### src/hdl/qcr_pkg.sv
// Package for the tag queue with cut-in and keyed removal.
// Holds sizes, request and response structs, and operation and status codes.
// No dependencies.
package qcr_pkg;

  localparam int DEPTH     = 16;
  localparam int TAG_WIDTH = 16;
  localparam int CNT_W     = $clog2(DEPTH + 1);
  localparam int IDX_W     = $clog2(DEPTH);

  // Field widths fixed by the interface
  localparam int FUNC_W   = 2;
  localparam int FTAG_W   = 16;
  localparam int POS_W    = 5;
  localparam int STATUS_W = 3;
  localparam int OCC_W    = 5;

  typedef enum logic [FUNC_W-1:0] {
    FN_APPEND = 2'd0,
    FN_INSERT = 2'd1,
    FN_SERVE  = 2'd2,
    FN_REMOVE = 2'd3
  } func_t;

  typedef enum logic [STATUS_W-1:0] {
    ST_OK       = 3'd0,
    ST_FULL     = 3'd1,
    ST_EMPTY    = 3'd2,
    ST_NOTFOUND = 3'd3,
    ST_BADPOS   = 3'd4
  } status_t;

  typedef struct packed {
    func_t              func;
    logic [FTAG_W-1:0]  entry_tag;
    logic [POS_W-1:0]   position;
  } req_t;

  typedef struct packed {
    status_t            status;
    logic [FTAG_W-1:0]  served_tag;
    logic               served_valid;
    logic [OCC_W-1:0]   occupancy;
  } rsp_t;

endpackage

### src/hdl/qcr_slots.sv
// Slot array and fill count of the tag queue, with the per-slot shift logic.
// Decodes one request, updates the slots on fire and returns its response.
// Depends on qcr_pkg.
module qcr_slots (
  input  logic         clk,
  input  logic         rst,
  input  logic         fire,
  input  qcr_pkg::req_t req,
  output qcr_pkg::rsp_t rsp
);
  import qcr_pkg::*;

  localparam int CMP_W = ((POS_W > CNT_W) ? POS_W : CNT_W) + 1;

  logic [TAG_WIDTH-1:0] slots [DEPTH];
  logic [CNT_W-1:0]     count;
  logic [CNT_W-1:0]     count_next;

  logic [TAG_WIDTH-1:0] tag;
  logic [DEPTH-1:0]     match;
  logic [DEPTH-1:0]     past;
  logic                 full;
  logic                 empty;
  logic                 found;
  logic                 pos_bad;
  logic [IDX_W-1:0]     ins_idx;
  logic                 do_put;
  logic                 do_serve;
  logic                 do_remove;

  assign tag = TAG_WIDTH'(req.entry_tag);

  // Compare every live slot with the key and mark slots at or after the first hit
  for (genvar i = 0; i < DEPTH; i++) begin : g_match
    localparam logic [DEPTH-1:0] LOW = {DEPTH{1'b1}} >> (DEPTH - 1 - i);
    assign match[i] = (slots[i] == tag) && (CNT_W'(i) < count);
    assign past[i]  = |(match & LOW);
  end

  assign found = |match;
  assign full  = (count == CNT_W'(DEPTH));
  assign empty = (count == '0);
  assign pos_bad = (req.position == '0) ||
                   (CMP_W'(req.position) > (CMP_W'(count) + CMP_W'(1)));

  // Decode the request and build the response
  always_comb begin
    do_put       = 1'b0;
    do_serve     = 1'b0;
    do_remove    = 1'b0;
    ins_idx      = IDX_W'(count);
    rsp.status       = ST_OK;
    rsp.served_tag   = '0;
    rsp.served_valid = 1'b0;
    unique case (req.func)
      FN_APPEND: begin
        if (full) rsp.status = ST_FULL;
        else do_put = 1'b1;
      end
      FN_INSERT: begin
        ins_idx = IDX_W'(req.position - POS_W'(1));
        if (full) rsp.status = ST_FULL;
        else if (pos_bad) rsp.status = ST_BADPOS;
        else do_put = 1'b1;
      end
      FN_SERVE: begin
        if (empty) begin
          rsp.status = ST_EMPTY;
        end else begin
          do_serve         = 1'b1;
          rsp.served_tag   = FTAG_W'(slots[0]);
          rsp.served_valid = 1'b1;
        end
      end
      FN_REMOVE: begin
        if (empty) begin
          rsp.status = ST_EMPTY;
        end else if (!found) begin
          rsp.status = ST_NOTFOUND;
        end else begin
          do_remove        = 1'b1;
          rsp.served_tag   = FTAG_W'(tag);
          rsp.served_valid = 1'b1;
        end
      end
      default: rsp.status = ST_OK;
    endcase
    if (do_put) count_next = count + CNT_W'(1);
    else if (do_serve || do_remove) count_next = count - CNT_W'(1);
    else count_next = count;
    rsp.occupancy = OCC_W'(count_next);
  end

  // Shift each slot: open a hole on insert, close the gap on serve or removal
  for (genvar i = 0; i < DEPTH; i++) begin : g_slot
    logic take;
    assign take = do_serve || (do_remove && past[i]);
    always_ff @(posedge clk) begin
      if (fire) begin
        if (do_put) begin
          if (IDX_W'(i) == ins_idx) begin
            slots[i] <= tag;
          end else if (IDX_W'(i) > ins_idx) begin
            if (i > 0) slots[i] <= slots[(i > 0) ? i - 1 : 0];
          end
        end else if (take) begin
          if (i < DEPTH - 1) slots[i] <= slots[(i < DEPTH - 1) ? i + 1 : i];
        end
      end
    end
  end

  // Hold the fill count
  always_ff @(posedge clk) begin
    if (rst) begin
      count <= '0;
    end else if (fire) begin
      count <= count_next;
    end
  end

endmodule

### src/hdl/queue_with_cut_in_and_keyed_removal.sv
// Tag queue with append, positional insert, head serve and keyed removal.
// A transaction held in the input register moves its response to the output register
// when it fires, which a stalled output holds back. Throughput: one transaction per
// cycle unless the output stalls, set by the slot compare and shift between the two.
// Reset (rst, synchronous) empties the queue and both registers.
// Depends on qcr_pkg and qcr_slots.
module queue_with_cut_in_and_keyed_removal (
  input  logic          clk,
  input  logic          rst,
  input  logic          req_valid,
  output logic          req_stall,
  input  qcr_pkg::req_t req,
  output logic          rsp_valid,
  input  logic          rsp_stall,
  output qcr_pkg::rsp_t rsp
);
  import qcr_pkg::*;

  logic  req_held_vld;
  req_t  req_held;
  logic  out_free;
  logic  fire;
  rsp_t  rsp_comb;

  assign out_free  = !rsp_valid || !rsp_stall;
  assign fire      = req_held_vld && out_free;
  assign req_stall = req_held_vld && !fire;

  // Input register: take a transaction when empty or whenever the held one moves on
  always_ff @(posedge clk) begin
    if (rst) begin
      req_held_vld <= 1'b0;
    end else if (req_valid && !req_stall) begin
      req_held_vld <= 1'b1;
    end else if (fire) begin
      req_held_vld <= 1'b0;
    end
  end

  always_ff @(posedge clk) begin
    if (req_valid && !req_stall) req_held <= req;
  end

  qcr_slots u_slots (
    .clk  (clk),
    .rst  (rst),
    .fire (fire),
    .req  (req_held),
    .rsp  (rsp_comb)
  );

  // Output register: hold the response until it is taken
  always_ff @(posedge clk) begin
    if (rst) begin
      rsp_valid <= 1'b0;
    end else if (fire) begin
      rsp_valid <= 1'b1;
    end else if (!rsp_stall) begin
      rsp_valid <= 1'b0;
    end
  end

  always_ff @(posedge clk) begin
    if (fire) rsp <= rsp_comb;
  end

endmodule
### config.mk
export PLATFORM = sky130hd
export DESIGN_NAME = queue_with_cut_in_and_keyed_removal
export DESIGN_NICKNAME = d
export VERILOG_FILES = /design/src/hdl/qcr_pkg.sv /design/src/hdl/qcr_slots.sv /design/src/hdl/queue_with_cut_in_and_keyed_removal.sv
export SDC_FILE = /design/constraint.sdc
export NUM_CORES = 1
export LEC_CHECK = 0
export ABC_AREA = 1
export BUFFER_PORTS_ARGS = -buffer_cell sky130_fd_sc_hd__buf_2
export CAP_MARGIN = 20
export CORE_AREA = 2 2 215 217
export DETAILED_ROUTE_END_ITERATION = 6
export DIE_AREA = 0 0 217 219
export PLACE_DENSITY = 0.72
export SLEW_MARGIN = 20
export SYNTH_ARGS = -nofsm -noshare
export SYNTH_HDL_FRONTEND = slang
export SYNTH_SLANG_ARGS = --single-unit
### constraint.sdc
create_clock -name clk -period 10.2 [get_ports clk]
set_input_delay 1.02 -clock clk [delete_from_list [all_inputs] [get_ports clk]]
set_output_delay 1.02 -clock clk [all_outputs]
set_load 0.05 [all_outputs]
==> impl_metrics.tcl, run 1 <==
set metrics [dict create \
    grt_pass1_wl_mm 124 \
    final.min_clock_period_ns 5.15 \
    crit_required_ns 10.41 \
    switching_power_mw 1.09 \
    via_count 22069 \
    final_max_slew_viol_count 0 \
    clk-insertion-delay-late_ns 0.59 \
    avgRoutedWirePerCell_um 22.1 \
    nets 3149 \
    drt_first_pass_iters 7 \
    yosysMostFrequentCell "nand2_1" \
    cts_max_path_buffers 3 \
    antenna_left 0 \
    syn-instance-count 3157 \
    numCtsBuffers 38 \
    wl_met3_mm 10.8 \
    synth.distinct_cells 50 \
    stdcell_count 3736 \
    clock.fmax_mhz 194 \
    regArea_mm2 0.00927 \
    cts.root.buffer_cell "clkbuf_16" \
    crit_chain "nand2_1, o21ai_0, nand2_1, ha_1, a21oi_1, o21ai_0, a21oi_1, o32ai_2, nand2_1, nand4_4, nor2_2, buf_4, nand2_1, nand2_1" \
    whs_ns 0.519 \
    core_mm2 0.0451 \
    tritoncts "built" \
    nFillCells 4376 \
    synth_top_flop_cell "edfxtp_1" \
    postCtsSetupBuffers 0 \
    syn_to_final_growth_pct 6.76 \
    drt-met1-wl_mm 32.4 \
    path_clk_slew_ns 0.06 \
    routabilityCongestion 1.01 \
    vdd_ir_drop_max_v 0.000116 \
    dr_wl_met2_mm 34.0 \
    ys_seq_area_frac 0.416 \
    die_width_um 217 \
    setup_viol 0 \
    worst_slew_pin_slew_ns 1.04 \
    internal-power_mw 2.41 \
    p_comb_frac 0.183 \
    die_y_um 219 \
    h-tree-depth 2 \
    r2r_setup_slack_ns 5.05 \
    place_inst 3671 \
    timing.final.hold_violations 0 \
    yosysTopAreaCell "edfxtp_1" \
    crit_fanout 41 \
    start_util 0.495 \
    violations "design-rule violations" \
    synth_edf_count 304 \
    synth_area_leaders "edfxtp_1 41%, nand2_1 20%, o21ai_0 5.5%" \
    r2r_start "u_slots.count[2]" \
    first_global_vias 20608 \
    fin_tns_setup_ns 0 \
    postCtsHoldBufs 0 \
    dieArea_mm2 0.0475 \
    multi_input_area_mm2 0.0109 \
    slew_headroom 0.303 \
    async_flop_share 0 \
    final_util 0.528 \
    placed_cell_area_mm2 0.0226 \
    leakage_nw 11.2 \
    crit_slowest_cell "nand2_1" \
    post_cts_resized 0 \
    synth-seq-cells 311 \
    syn_area_per_cell_um2 7.06 \
    max_stage_delay_ns 0.81 \
    layout-drive-gt1-share 0.0708 \
    arrival_ns 5.36 \
    outcome "finished, violations left" \
    crit_type "reg2reg" \
    whs_path_depth 2 \
    powerDensity_mw_per_mm2 147 \
    critPathCaptureType "flop" \
    timing.final.crit_share 0.505 \
    swShare 0.311 \
    top_layer_used "met4" \
    setup_ws_ns 5.05 \
    worstSetupStartpointType "flop" \
    cts.sinks 311 \
    hp-class "reg2reg" \
    skew_ns 0.0270 \
    yosysTopAreaCellShare 0.409 \
    synthTopCellsByCount "1194 x nand2_1, 304 x edfxtp_1, 301 x nor2_1" \
    cp_common_cell "nand2_1" \
    yosysWarnings 0 \
    port_buffers 53 \
    ioPinCount 54 \
    reg2reg_depth 14 \
    report.power.total_mw 3.51 \
    overflow 0 \
    wl_mm 82.4 \
    grt_max_degree 53 \
    drc 1 \
    place_ws_ns 4.85 \
    syn_nets 3195 \
    pwr-share-seq 0.438 \
    min_to "rsp_valid" \
    synthesis.area_mm2 0.0223 \
    place_hpwl_mm 55.6 \
    placementRows 78 \
    reg2reg_to "u_slots.slots[0][37]" \
    p_clk_frac 0.379 \
    drt-initial-drc-count 3003 \
    antenna_found_initial 0 \
    max_cap_violations 0 \
    rsz0062_at_grt "no" \
    routed_via_density 5.91 \
    hp-start "rsp_valid" \
    stdcell_area_mm2 0.0238 \
    grt_use_total 0.347 \
]
==> power by group through the flow <==
stage / combinational [mW] / sequential (mW) / clock [mW]
after global routing: 0.703 / 1.54 / 1.38
after floorplan: 0.430 / 1.56 / 0
after global placement: 0.610 / 1.56 / 0
final: 0.643 / 1.54 / 1.33
after CTS: 0.624 / 1.53 / 1.33
after detailed placement: 0.621 / 1.56 / 0
==> critical path: cells and delay by family (launching register included) <==
family | cells | cell delay (ns)
AOI/OAI and AO/OA | 5 | 0.82
DFF | 1 | 0.60
adders and majority gates | 1 | 0.30
buffers and inverters | 1 | 0.39
and+or+nand+nor | 7 | 2.65
==> how the worst max path moves through the flow <==
stage                           startpoint                   end  slack, ns
after floorplan           u_slots.count[0]  u_slots.slots[0][80]       6.40
after global placement           rsp_stall  u_slots.slots[0][45]       5.01
after detailed placement         rsp_stall  u_slots.slots[0][43]       4.85
after CTS                 u_slots.count[2]  u_slots.slots[0][43]       5.11
after global routing      u_slots.count[2]  u_slots.slots[0][43]       4.62
final                     u_slots.count[2]  u_slots.slots[0][37]       5.05
==> layer usage <==
metal | GRT usage | up-vias
li1 | - | 10151
met1 | 0.465 | 10094
met2 | 0.512 | 1502
met3 | 0.0870 | 322
met4 | 0.195 | 0
met5 | 0 | -
==> kinds of logic (layout without fill, tap and decap cells) <==
kind of cell	Yosys count	count (layout)	synth area share
compound gates	433	433	0.110
fa+ha+maj	11	11	0.00617
flops	311	311	0.416
buf+inv	486	464	0.0959
xor+xnor	89	89	0.0350
other cells	0	1	0
simple gates	1827	1827	0.338
==> state kept, by name, indices dropped and copies added, names as in the netlist <==
name / cells
u_slots.slots: 256
rsp_valid: 1
u_slots.count: 5
rsp: 25
req_held_vld: 1
req_held: 23
==> final cells by class <==
class | count | area share
clock buffers | 43 | 0.0407
inverters | 308 | 0.0487
clock inverters | 21 | 0.00794
well taps | 600 | 0.0315
diodes | 1 | 0.000105
multi-input cells | 2360 | 0.458
repair buffers | 92 | 0.0234
flip-flops and latches | 311 | 0.389
==> cell usage in the layout (no fill, tap or decap), types with 3 or more instances in the layout <==
master and count:
nand3b_1 13, o21ai_0 243, a31oi_2 3, buf_4 39, clkinv_2 8, nor2_4 4, dfxtp_1 7, o211ai_1 55
bufinv_16 3, a31oi_1 8, nor3b_1 6, o21ai_2 7, xnor2_1 44, inv_2 20, o211ai_2 3, inv_1 286
nand2_2 15, clkinv_1 8, nand4_1 32, ha_1 11, buf_2 53, nand2_1 1194, nor3_1 24, nor2_2 9
nand3_4 3, o21ai_1 50, a21oi_1 48, clkbuf_1 5, nand2_4 4, xor2_1 45, edfxtp_1 304, clkbuf_16 38
o22ai_1 10, and3_1 4, and2_1 6, nand3_1 203, nor2_1 301
Power figures use the tool's default switching activity.
==> run 2: changes to the inputs <==
Settings changed: ABC_AREA 1 to 0, CORE_AREA 2 2 215 217 to 2 2 202 204, DIE_AREA 0 0 217 219 to 0 0 204 206, PLACE_DENSITY 0.72 to 0.73.
Clock period 10.2 ns to 4.91 ns, I/O delays scaled along.
==> run 2 against run 1 <==
Total power is 94% higher. Sequential share of layout area is 3.9 points higher. Hold slack worse by 0.37 ns. Count of clock-buffer cells in the layout is 4 higher. Die area is 12% lower. Clock power is 95% higher. First-iteration DRC count is 53% lower. Combinational power is 53% higher. The flow now finishes without violations. Clock skew is 0.0084 ns lower. Sequential cell count stayed put.
==> impl_metrics.tcl, run 2 <==
set metrics [dict create \
    clock.fmax_mhz 230 \
    overflow 0 \
    clk-insertion-delay-late_ns 0.54 \
    yosysTopAreaCellShare 0.462 \
    numCtsBuffers 36 \
    regMostFlops "u_slots.slots" \
    drt-initial-drc-count 1416 \
    syn-instance-count 1562 \
    final_common_cell "mux2_2" \
    setup_ws_ns 0.560 \
    ioPinCount 54 \
    arrival_ns 4.62 \
    routabilityCongestion 0.900 \
    timing.final.crit_share 0.886 \
    synthesis.area_mm2 0.0198 \
    slew_headroom 0.380 \
    ys_seq_area_frac 0.469 \
    whs_path_depth 1 \
    r2r_start "req_held[20]" \
    hp-class "in2reg" \
    cts_max_path_buffers 3 \
    tritoncts "built" \
    synth-seq-cells 311 \
    first_global_vias 12931 \
    drc 0 \
    h-tree-depth 2 \
    place_hpwl_mm 37.0 \
    die_y_um 206 \
    avgRoutedWirePerCell_um 23.9 \
    final_max_slew_viol_count 0 \
    yosysMostFrequentCell "mux2_2" \
    via_count 13034 \
    final.min_clock_period_ns 4.35 \
    critPathTopFamily "simple AND/OR/NAND/NOR gates" \
    max_stage_delay_ns 0.95 \
    core_mm2 0.0402 \
    cts.root.buffer_cell "clkbuf_16" \
    final_util 0.539 \
    crit_required_ns 5.18 \
    wl_mm 51.6 \
    antenna_found_initial 0 \
    crit_cells 9 \
    critPathCaptureType "flop" \
    max_cap_violations 0 \
    postCtsSetupBuffers 0 \
    syn_area_per_cell_um2 12.7 \
    skew_ns 0.0186 \
    synth_area_leaders "edfxtp_1 46%, mux2_2 18%, xor2_1 6.1%" \
    hp-start "req[2]" \
    place_ws_ns 0.615 \
    start_util 0.492 \
    leakage_nw 7.40 \
    dieArea_mm2 0.0420 \
    outcome "finished, final reports clean" \
    antenna_cells 0 \
    syn_to_final_growth_pct 9.57 \
    drt_first_pass_iters 5 \
    layout-drive-gt1-share 0.342 \
    nFillCells 3349 \
    largestRegisters "u_slots.slots (256), rsp (25), req_held (23)" \
    yosysWarnings 0 \
    setup_viol 0 \
    crit_chain "xor2_1, nor4_1, a32o_1, and4bb_4, and2_4, a21oi_4, a21o_1, buf_4, mux2_1" \
    powerDensity_mw_per_mm2 315 \
    fin_tns_setup_ns 0 \
    crit_slowest_cell "edfxtp_1" \
    async_flop_share 0 \
    nets 1641 \
    port_buffers 53 \
    synthTopCellsByCount "309 x mux2_2, 304 x edfxtp_1, 138 x xor2_1" \
    placementRows 74 \
    syn_nets 1600 \
    worstSetupStartpointType "flop" \
    synth_edf_count 304 \
    grt_use_total 0.245 \
    path_clk_slew_ns 0.06 \
    rsz0062_at_grt "no" \
    vdd_ir_drop_max_v 0.000199 \
    path_buf_inv 1 \
    reg2reg_depth 9 \
    grt_max_degree 34 \
    post_cts_resized 0 \
    grt_pass1_wl_mm 78.9 \
    crit_type "reg2reg" \
    antenna_left 0 \
    postCtsHoldBufs 0 \
    die_width_um 204 \
    cts.sinks 311 \
    timing.final.hold_violations 0 \
    largest_reg_flops 256 \
    synth_top_flop_cell "edfxtp_1" \
    crit_fanout 18 \
    cp-startpoint "req_held[20]" \
    final_cell_mix "309 x mux2_2, 304 x edfxtp_1, 138 x xor2_1" \
    worst_slew_pin_slew_ns 0.927 \
    yosysTopAreaCell "edfxtp_1" \
    synth.distinct_cells 69 \
    routed_via_density 6.03 \
]
## run 2: power breakdown
| part | internal, mW | total, mW | switching (mW) |
|---|---|---|---|
| clock network | 1.50 | 2.60 | 1.10 |
| logic | 0.445 | 0.984 | 0.539 |
| registers | 3.09 | 3.23 | 0.143 |
## run 2: worst register-to-register path: stages, from the launching register on
cell and delay [ns]:
edfxtp_1 0.95, xor2_1 0.18, nor4_1 0.82, a32o_1 0.31, and4bb_4 0.26, and2_4 0.20
a21oi_4 0.42, a21o_1 0.39, buf_4 0.22, mux2_1 0.34
## run 2: final cells by class
class | count | area, um2 | share of cell area
clock buffers | 47 | 1000 | 0.0463
clock inverters | 18 | 120 | 0.00555
inverters | 12 | 45.0 | 0.00208
multi-input cells | 1115 | 9590 | 0.443
flip-flops and latches | 311 | 9270 | 0.428
well taps | 532 | 666 | 0.0307
repair buffers | 127 | 961 | 0.0444
## run 2: cells by family after synthesis
family | after synthesis | synth area share
AOI/OAI and AO/OA | 175 | 0.0593
xor gates and xnor gates | 264 | 0.117
adders and majority gates | 11 | 0.00696
buffers and inverters | 136 | 0.0465
DFF | 311 | 0.469
muxes | 406 | 0.233
and+or+nand+nor | 259 | 0.0685
## run 2: worst paths after layout
check	slack [ns]	to
setup / recovery	0.56	u_slots.slots[1][54]
hold / removal	0.14	req_held[2]
setup reg to reg	0.56	u_slots.slots[1][54]
hold reg to reg	0.48	rsp_valid
## run 2: through the flow
| step | std cells | power (mW) | hold WS, ns | area, um2 |
|---|---|---|---|---|
| 3_3_place_gp | 2095 | 4.22 | 0.468 | 20500 |
| 6_report | 2162 | 6.82 | 0.144 | 21700 |
| 2_1_floorplan | 1562 | 3.98 | 0.451 | 19800 |
| 4_1_cts | 2160 | 6.83 | 0.127 | 21600 |
| 5_1_grt | 2162 | 7.02 | 0.130 | 21700 |
| 3_5_place_dp | 2095 | 4.25 | 0.474 | 20500 |
## run 2: routing by layer
metal  vias up  GRT usage  part of all wire
li1       5860          -                 -
met1      6498      0.342              0.44
met2       580      0.387              0.45
met3        96     0.0382             0.072
met4         0     0.0924             0.035
met5         -          0                 0
